**config.mk**
```make
export PLATFORM = sky130hd
export DESIGN_NAME = seeded_lcg_random_in_range_unit
export DESIGN_NICKNAME = d
export VERILOG_FILES = /design/src/slcg_pkg.sv /design/src/slcg_ctrl.sv /design/src/slcg_dp.sv /design/src/seeded_lcg_random_in_range_unit.sv
export SDC_FILE = /design/constraint.sdc
export NUM_CORES = 1
export LEC_CHECK = 0
export BUFFER_PORTS_ARGS = -buffer_cell sky130_fd_sc_hd__buf_2
export CORE_UTILIZATION = 43
export DETAILED_ROUTE_END_ITERATION = 12
export SLEW_MARGIN = 20
export SYNTH_ARGS = -nofsm -noshare
export SYNTH_HDL_FRONTEND = slang
export SYNTH_HIERARCHICAL = 1
export SYNTH_SLANG_ARGS = --single-unit
```
**constraint.sdc**
```tcl
create_clock -name i_clk -period 5.85 [get_ports i_clk]
set_input_delay 1.17 -clock i_clk [delete_from_list [all_inputs] [get_ports i_clk]]
set_output_delay 1.17 -clock i_clk [all_outputs]
set_load 0.02 [all_outputs]
```
**src/slcg_pkg.sv**
```systemverilog
// shared constants, controller states and control structs for the seeded random draw unit
package slcg_pkg;

    localparam logic [31:0] LCG_MUL    = 32'd214013;
    localparam logic [31:0] LCG_ADD    = 32'd2531011;
    localparam int          DRAW_W     = 15;
    localparam int          DRAW_LSB   = 16;
    localparam logic [14:0] DRAW_LIMIT = 15'h7fff;
    localparam logic [3:0]  DIV_LAST   = 4'd14;
    localparam logic        KIND_SCALE  = 1'b0;
    localparam logic        KIND_BOUNDS = 1'b1;

    typedef enum logic [2:0] {
        S_IDLE,
        S_CHECK,
        S_SPAN,
        S_MUL,
        S_ADV,
        S_DIV,
        S_FINISH
    } t_state;

    typedef struct packed {
        logic load;
        logic check;
        logic span;
        logic mul;
        logic adv;
        logic div_step;
        logic finish;
    } t_cmd;

    typedef struct packed {
        logic skip;
        logic div_last;
        logic out_free;
    } t_status;

endpackage

```
**src/slcg_ctrl.sv**
```systemverilog
// controller state machine sequencing one request through the datapath
module slcg_ctrl (
    input  logic              i_clk,
    input  logic              i_rst_n,
    input  logic              i_req_valid,
    output logic              o_req_ready,
    input  slcg_pkg::t_status i_status,
    output slcg_pkg::t_cmd    o_cmd
);

    slcg_pkg::t_state r_state;
    slcg_pkg::t_state n_state;

    always_ff @(posedge i_clk) begin
        if (!i_rst_n) begin
            r_state <= slcg_pkg::S_IDLE;
        end else begin
            r_state <= n_state;
        end
    end

    always_comb begin
        n_state = r_state;
        case (r_state)
            slcg_pkg::S_IDLE: begin
                if (i_req_valid) n_state = slcg_pkg::S_CHECK;
            end
            slcg_pkg::S_CHECK: begin
                n_state = slcg_pkg::S_SPAN;
            end
            slcg_pkg::S_SPAN: begin
                n_state = i_status.skip ? slcg_pkg::S_FINISH : slcg_pkg::S_MUL;
            end
            slcg_pkg::S_MUL: begin
                n_state = slcg_pkg::S_ADV;
            end
            slcg_pkg::S_ADV: begin
                n_state = slcg_pkg::S_DIV;
            end
            slcg_pkg::S_DIV: begin
                if (i_status.div_last) n_state = slcg_pkg::S_FINISH;
            end
            slcg_pkg::S_FINISH: begin
                if (i_status.out_free) n_state = slcg_pkg::S_IDLE;
            end
            default: begin
                n_state = slcg_pkg::S_IDLE;
            end
        endcase
    end

    always_comb begin
        o_cmd       = '0;
        o_req_ready = 1'b0;
        case (r_state)
            slcg_pkg::S_IDLE: begin
                o_req_ready = 1'b1;
                o_cmd.load  = i_req_valid;
            end
            slcg_pkg::S_CHECK:  o_cmd.check    = 1'b1;
            slcg_pkg::S_SPAN:   o_cmd.span     = 1'b1;
            slcg_pkg::S_MUL:    o_cmd.mul      = 1'b1;
            slcg_pkg::S_ADV:    o_cmd.adv      = 1'b1;
            slcg_pkg::S_DIV:    o_cmd.div_step = 1'b1;
            slcg_pkg::S_FINISH: o_cmd.finish   = i_status.out_free;
            default: begin
                o_cmd       = '0;
                o_req_ready = 1'b0;
            end
        endcase
    end

endmodule

```
**src/slcg_dp.sv**
```systemverilog
// datapath: generator state, operand ordering, span clamp, bit-serial modulo, output register
module slcg_dp (
    input  logic              i_clk,
    input  logic              i_rst_n,
    input  slcg_pkg::t_cmd    i_cmd,
    output slcg_pkg::t_status o_status,
    input  logic              i_kind,
    input  logic [30:0]       i_scale,
    input  logic [31:0]       i_low_bound,
    input  logic [31:0]       i_high_bound,
    input  logic              i_seed_wr_en,
    input  logic [31:0]       i_seed_wr_data,
    input  logic              i_out_ready,
    output logic              o_out_valid,
    output logic [31:0]       o_value
);

    logic [31:0] r_gen_state;
    logic        r_out_valid;
    logic [31:0] r_out_data;

    logic        r_kind;
    logic [30:0] r_scale;
    logic [31:0] r_lo;
    logic [31:0] r_hi;
    logic [31:0] r_lower;
    logic [31:0] r_upper;
    logic        r_skip;
    logic [14:0] r_divisor;
    logic [31:0] r_prod;
    logic [14:0] r_dividend;
    logic [14:0] r_rem;
    logic [3:0]  r_bit_cnt;

    logic        swap;
    logic [32:0] diff;
    logic [31:0] n_gen_state;
    logic [15:0] trial;
    logic [14:0] n_rem;
    logic        out_free;

    assign swap        = $signed(r_lo) > $signed(r_hi);
    assign diff        = {r_upper[31], r_upper} - {r_lower[31], r_lower};
    assign n_gen_state = r_prod + slcg_pkg::LCG_ADD;
    assign trial       = {r_rem, r_dividend[14]};
    assign n_rem       = (trial >= {1'b0, r_divisor}) ? 15'(trial - {1'b0, r_divisor})
                                                      : trial[14:0];
    assign out_free    = !r_out_valid || i_out_ready;

    assign o_status.skip     = r_skip;
    assign o_status.div_last = (r_bit_cnt == slcg_pkg::DIV_LAST);
    assign o_status.out_free = out_free;
    assign o_out_valid       = r_out_valid;
    assign o_value           = r_out_data;

    // generator state and output valid carry reset
    always_ff @(posedge i_clk) begin
        if (!i_rst_n) begin
            r_gen_state <= '0;
            r_out_valid <= 1'b0;
        end else begin
            if (i_seed_wr_en) begin
                r_gen_state <= i_seed_wr_data;
            end else if (i_cmd.adv) begin
                r_gen_state <= n_gen_state;
            end
            if (i_cmd.finish) begin
                r_out_valid <= 1'b1;
            end else if (i_out_ready) begin
                r_out_valid <= 1'b0;
            end
        end
    end

    always_ff @(posedge i_clk) begin
        if (i_cmd.load) begin
            r_kind  <= i_kind;
            r_scale <= i_scale;
            r_lo    <= i_low_bound;
            r_hi    <= i_high_bound;
        end
        if (i_cmd.check) begin
            r_rem <= '0;
            if (r_kind == slcg_pkg::KIND_SCALE) begin
                r_skip    <= !((r_scale > 31'd1) && (r_scale <= 31'(slcg_pkg::DRAW_LIMIT)));
                r_divisor <= r_scale[14:0];
                r_lower   <= '0;
                r_upper   <= '0;
            end else begin
                r_skip    <= (r_lo == r_hi);
                r_divisor <= slcg_pkg::DRAW_LIMIT;
                r_lower   <= swap ? r_hi : r_lo;
                r_upper   <= swap ? r_lo : r_hi;
            end
        end
        // span is upper - lower + 1, clamped to the draw range
        if (i_cmd.span && (r_kind == slcg_pkg::KIND_BOUNDS)) begin
            if (diff >= 33'(slcg_pkg::DRAW_LIMIT) - 33'd1) begin
                r_divisor <= slcg_pkg::DRAW_LIMIT;
            end else begin
                r_divisor <= diff[14:0] + 15'd1;
            end
        end
        if (i_cmd.mul) begin
            r_prod <= r_gen_state * slcg_pkg::LCG_MUL;
        end
        if (i_cmd.adv) begin
            r_dividend <= n_gen_state[slcg_pkg::DRAW_LSB +: slcg_pkg::DRAW_W];
            r_rem      <= '0;
            r_bit_cnt  <= '0;
        end
        // restoring modulo, one dividend bit per cycle
        if (i_cmd.div_step) begin
            r_rem      <= n_rem;
            r_dividend <= {r_dividend[13:0], 1'b0};
            r_bit_cnt  <= r_bit_cnt + 4'd1;
        end
        if (i_cmd.finish) begin
            r_out_data <= (r_kind == slcg_pkg::KIND_BOUNDS) ? r_lower + {17'd0, r_rem}
                                                            : {17'd0, r_rem};
        end
    end

    a_rem_below_div: assert property (@(posedge i_clk) disable iff (!i_rst_n)
        i_cmd.div_step |-> (r_rem < r_divisor))
        else $error("remainder not below divisor");

    a_div_nontrivial: assert property (@(posedge i_clk) disable iff (!i_rst_n)
        i_cmd.div_step |-> (r_divisor >= 15'd2))
        else $error("modulo started with divisor below two");

    a_seed_load: assert property (@(posedge i_clk) disable iff (!i_rst_n)
        i_seed_wr_en |=> (r_gen_state == $past(i_seed_wr_data)))
        else $error("seed write not loaded into generator state");

    a_finish_slot: assert property (@(posedge i_clk) disable iff (!i_rst_n)
        i_cmd.finish |-> out_free)
        else $error("result written over a pending result");

    a_skip_no_step: assert property (@(posedge i_clk) disable iff (!i_rst_n)
        (i_cmd.span && r_skip) |=> !i_cmd.mul)
        else $error("generator stepped on a rejected request");

endmodule

```
**src/seeded_lcg_random_in_range_unit.sv**
```systemverilog
// top level of the seeded random draw unit: controller, datapath and stream ports
// When a draw is made, each request goes from acceptance to the result register through the
// operand check, span clamp, the 32x18 generator multiply, the state add, then a restoring
// modulo over the 15 draw bits that retires one draw bit per cycle; rejected scales and equal
// bounds skip the draw and finish without stepping the generator. One request is worked at a
// time; the result register lets a new request enter while the previous result waits. Writing
// i_seed_wr_data with i_seed_wr_en loads the generator state directly (reset state is zero).
module seeded_lcg_random_in_range_unit (
    input  logic        i_clk,
    input  logic        i_rst_n,
    input  logic        i_seed_wr_en,
    input  logic [31:0] i_seed_wr_data,
    input  logic        s_axis_tvalid,
    output logic        s_axis_tready,
    input  logic [95:0] s_axis_tdata,  // scale[30:0], low_bound[62:31], high_bound[94:63], pad
    input  logic        s_axis_tuser,  // kind
    output logic        m_axis_tvalid,
    input  logic        m_axis_tready,
    output logic [31:0] m_axis_tdata   // value
);

    slcg_pkg::t_cmd    cmd;
    slcg_pkg::t_status status;

    slcg_ctrl u_ctrl (
        .i_clk       (i_clk),
        .i_rst_n     (i_rst_n),
        .i_req_valid (s_axis_tvalid),
        .o_req_ready (s_axis_tready),
        .i_status    (status),
        .o_cmd       (cmd)
    );

    slcg_dp u_dp (
        .i_clk          (i_clk),
        .i_rst_n        (i_rst_n),
        .i_cmd          (cmd),
        .o_status       (status),
        .i_kind         (s_axis_tuser),
        .i_scale        (s_axis_tdata[30:0]),
        .i_low_bound    (s_axis_tdata[62:31]),
        .i_high_bound   (s_axis_tdata[94:63]),
        .i_seed_wr_en   (i_seed_wr_en),
        .i_seed_wr_data (i_seed_wr_data),
        .i_out_ready    (m_axis_tready),
        .o_out_valid    (m_axis_tvalid),
        .o_value        (m_axis_tdata)
    );

endmodule

```
==> results_dict.tcl <==
set metrics [dict create \
    r2r-start "u_dp/r_gen_state[5]" \
    postSynth.asyncResetShare_pct 0 \
    postRouteWirelength_um 60100 \
    tns_ns 0 \
    critPathLaunch "u_dp/r_gen_state[5]" \
    setup.worst_path.end_class "flop" \
    synth_enable_flop_cells 272 \
    p_leak_nw 12.5 \
    power.density_cell_area_nw_per_um2 573 \
    p_comb_share_pct 63.0 \
    peakVddDrop_uv 383 \
    synthToLayoutAreaGrowth_pct 15.5 \
    final_cell_mix "sky130_fd_sc_hd__inv_1 (339), sky130_fd_sc_hd__edfxtp_1 (272), sky130_fd_sc_hd__ha_1 (215)" \
    yosys_warnings 6 \
    layout.nets 3067 \
    layout.cells.most_common "sky130_fd_sc_hd__inv_1" \
    min_delay_path_depth 2 \
    clock_power_share_pct 14.7 \
    complex_gate_fraction_of_the_synthesized_area_pct 10.3 \
    max_slew_margin_pct 28.0 \
    row_count 86 \
    finalNonFillerCells 3314 \
    maxCapViolCount 0 \
    initial_core_util_pct 43.9 \
    cell_area_synth_um2 24400 \
    die_footprint_um2 57700 \
    synthesized_area_fraction_occupied_by_xor_and_xnor_cells_pct 4.85 \
    yosysSeqAreaShare_pct 36.4 \
    core_um2 55600 \
    synthesis.area_per_instance_um2 10.7 \
    layout-drive-gt1-share_pct 16.6 \
    synth-main-ff-cell "sky130_fd_sc_hd__edfxtp_1" \
    cell_type_with_the_largest_total_area_after_synthesis "sky130_fd_sc_hd__edfxtp_1" \
    route.vias.total 17200 \
    critical_path.max_fanout 5 \
    gp_routability_congestion 0.908 \
    fillers 5089 \
    synth_area_leaders "sky130_fd_sc_hd__edfxtp_1 (33%), sky130_fd_sc_hd__fa_1 (15%), sky130_fd_sc_hd__ha_1 (11%), sky130_fd_sc_hd__inv_1 (5.2%), sky130_fd_sc_hd__mux2i_1 (3.5%)" \
    timing.critical_path.arrival_ns 5.96 \
    clk_root_buffer_cell "sky130_fd_sc_hd__clkbuf_16" \
    max_slew.worst_pin.slew_ns 1.07 \
    max-clock-path-buffers 3 \
    timing.setup.critical_path_class "reg2reg" \
    antenna_found_initial 8 \
    total_design_power_mw 16.2 \
    hp-class "reg2reg" \
    hpwl_um 49000 \
    drc 0 \
    cts_tree "built" \
    groute.usage.overall_pct 21.1 \
    sequentialPowerShare_pct 22.3 \
    worstHoldStart "u_dp/r_dividend[0]" \
    maxSlewViolCount 0 \
    worst-r2r-cell-count 22 \
    setup_violations 0 \
    clk-insertion-delay-late_ns 0.55 \
    final_util_pct 50.7 \
    grt_pass1_vias 17400 \
    cts_made_buffers 38 \
    floorplan.die.height_um 240 \
    cts.clk_slew.worst_paths_ns 0.06 \
    largest_net_degree_at_the_start_of_global_routing 79 \
    drtPass1Iterations 5 \
    initialDrtViolationCount 1050 \
    route.detailed.vias_per_inst 5.19 \
    mappedNetlistNets 2814 \
    post_synth_fa_ha_maj_area_fraction_pct 26.0 \
    period_minus_slack_ns 5.67 \
    grt_pass1_wl_um 93900 \
    yosys.area_share.simple_pct 11.8 \
    drt.antenna.violating_nets 0 \
    cts_htree_levels 2 \
    grt_overflow_total 0 \
    synthCells 2281 \
    power.switching_mw 6.78 \
    timing.critical_path.required_ns 6.14 \
    post_synth_num_cell_types 82 \
    outcome "completed" \
    fin_crit_sh_pct 96.9 \
    cts.sinks 308 \
    pin_count 168 \
    hold_violations 0 \
    p_sw_share_pct 41.9 \
    die_width_um 240 \
    place.port_buffers 165 \
    fmax_mhz 176 \
    clock_skew_ns 0.0240 \
    synth.ff_latch_count 308 \
    wl_per_cell_um 18.1 \
    cellInternalPower_mw 9.39 \
    synth_top_family_by_area "adder cells" \
    placedCellCount 3234 \
    worstSetupStartpointType "flop" \
    synth.area.mux_share_pct 4.17 \
    yosysTopAreaCellShare_pct 33.5 \
    ctsHoldBuffers 0 \
]
sequential cells by signal, indices dropped and copies added (netlist names):
signal,count
u_dp/r_divisor,15
u_dp/r_lo,32
u_dp/r_prod,31
u_dp/r_dividend,15
u_dp/o_out_valid,1
u_dp/r_hi,32
u_dp/r_rem,15
u_ctrl/r_state,3
u_dp/r_lower,32
u_dp/r_scale,31
u_dp/r_gen_state,31
u_dp/r_kind,1
u_dp/r_bit_cnt,4
u_dp/r_skip,1
u_dp/r_upper,32
u_dp/o_value,32
kinds of logic (layout without fill, tap and decap cells):
kind of cell	count (synthesis)	count (layout)
xor+xnor	135	135
flops	308	308
other cells	0	4
compound gates	384	384
fa+ha+maj	399	399
mux	100	100
buf+inv	405	686
simple gates	550	550
final timing paths:
kind	endpoint	slack, ns
worst min register to register	u_dp/r_dividend[0]	0.48
worst max-delay path	u_dp/r_prod[30]	0.18
worst max register to register	u_dp/r_prod[30]	0.18
worst min-delay path	u_dp/r_dividend[0]	0.48
worst max-delay path: stages, from the launching register on:
cell and delay [ns]:
sky130_fd_sc_hd__dfxtp_2 0.36, sky130_fd_sc_hd__buf_4 0.18, sky130_fd_sc_hd__ha_1 0.27, sky130_fd_sc_hd__inv_1 0.05, sky130_fd_sc_hd__fa_1 0.51, sky130_fd_sc_hd__inv_1 0.06
sky130_fd_sc_hd__fa_1 0.48, sky130_fd_sc_hd__fa_1 0.54, sky130_fd_sc_hd__fa_1 0.55, sky130_fd_sc_hd__inv_1 0.05, sky130_fd_sc_hd__fa_1 0.52, sky130_fd_sc_hd__inv_1 0.04
sky130_fd_sc_hd__ha_1 0.30, sky130_fd_sc_hd__and3_1 0.16, sky130_fd_sc_hd__nor2b_1 0.14, sky130_fd_sc_hd__a221oi_2 0.26, sky130_fd_sc_hd__o21ai_2 0.13, sky130_fd_sc_hd__buf_4 0.15
sky130_fd_sc_hd__buf_4 0.13, sky130_fd_sc_hd__a21o_1 0.17, sky130_fd_sc_hd__o211ai_1 0.18, sky130_fd_sc_hd__nand2_1 0.08, sky130_fd_sc_hd__xnor2_1 0.12
cell usage after synthesis, types with 11 or more instances:
master,instances
sky130_fd_sc_hd__xnor2_1,91
sky130_fd_sc_hd__a21oi_1,107
sky130_fd_sc_hd__inv_1,339
sky130_fd_sc_hd__and2_1,26
sky130_fd_sc_hd__xor2_1,44
sky130_fd_sc_hd__nor2b_1,104
sky130_fd_sc_hd__and3_1,13
sky130_fd_sc_hd__mux2i_1,86
sky130_fd_sc_hd__fa_1,181
sky130_fd_sc_hd__a211oi_1,13
sky130_fd_sc_hd__nor2_1,109
sky130_fd_sc_hd__ha_1,218
sky130_fd_sc_hd__nand4_1,23
sky130_fd_sc_hd__mux2_2,14
sky130_fd_sc_hd__a21o_1,34
sky130_fd_sc_hd__o21ai_0,83
sky130_fd_sc_hd__edfxtp_1,272
sky130_fd_sc_hd__nor4_1,18
sky130_fd_sc_hd__nand2_1,111
sky130_fd_sc_hd__a21oi_2,12
sky130_fd_sc_hd__nand2b_1,25
sky130_fd_sc_hd__nor3_1,30
sky130_fd_sc_hd__a31oi_1,11
sky130_fd_sc_hd__nand3_1,39
sky130_fd_sc_hd__a21boi_0,14
sky130_fd_sc_hd__o211ai_1,13
sky130_fd_sc_hd__dfxtp_1,36
sky130_fd_sc_hd__clkbuf_1,43
sky130_fd_sc_hd__o21a_1,17
sky130_fd_sc_hd__or3_1,12
through the flow:
| stage | setup slack [ns] | hold WS [ns] | instance area [um^2] |
|---|---|---|---|
| final | 0.184 | 0.481 | 28200 |
| after global routing | -0.0253 | 0.500 | 28200 |
| after CTS | 0.00679 | 0.468 | 28000 |
| after detailed placement | -0.236 | 0.460 | 26700 |
| after global placement | -0.239 | 0.445 | 26700 |
| after floorplan | 0.0803 | 0.437 | 24400 |
routing by layer:
metal	wire length [um]	track usage, %	vias up	part of all wire, %
met4	1400	5.62	0	2.3
met2	29700	37.1	345	49
met3	2380	2.87	87	4.0
met1	26600	27.1	8379	44
met5	0	0	-	0
li1	-	-	8388	-
power by group through the flow:
stage          clock [mW]  sequential, mW  combinational, mW
2_1_floorplan           0            3.52               7.28
3_3_place_gp            0            3.63               9.72
3_5_place_dp            0            3.64               9.87
4_1_cts              2.45            3.60               10.0
5_1_grt              2.51            3.64               11.5
6_report             2.37            3.60               10.2
layout make-up:
cell class | instances | area [um^2] | area share, %
clock inverters | 25 | 293 | 1.04
diodes | 4 | 10.0 | 0.0355
clock buffers | 43 | 970 | 3.44
inverters | 340 | 1280 | 4.53
flip-flops and latches | 308 | 8920 | 31.6
well taps | 748 | 936 | 3.32
multi-input cells | 1568 | 14100 | 50.0
repair buffers | 278 | 1700 | 6.02
what timing repair did:
item / 4_1_cts / 5_1_grt
buffers inserted: 1 / 7
resized for setup: 15 / 30
endpoints found under the setup margin: 6 / 7
pin swaps: 3 / 16
Note: power is estimated with default switching activity, not from simulation.
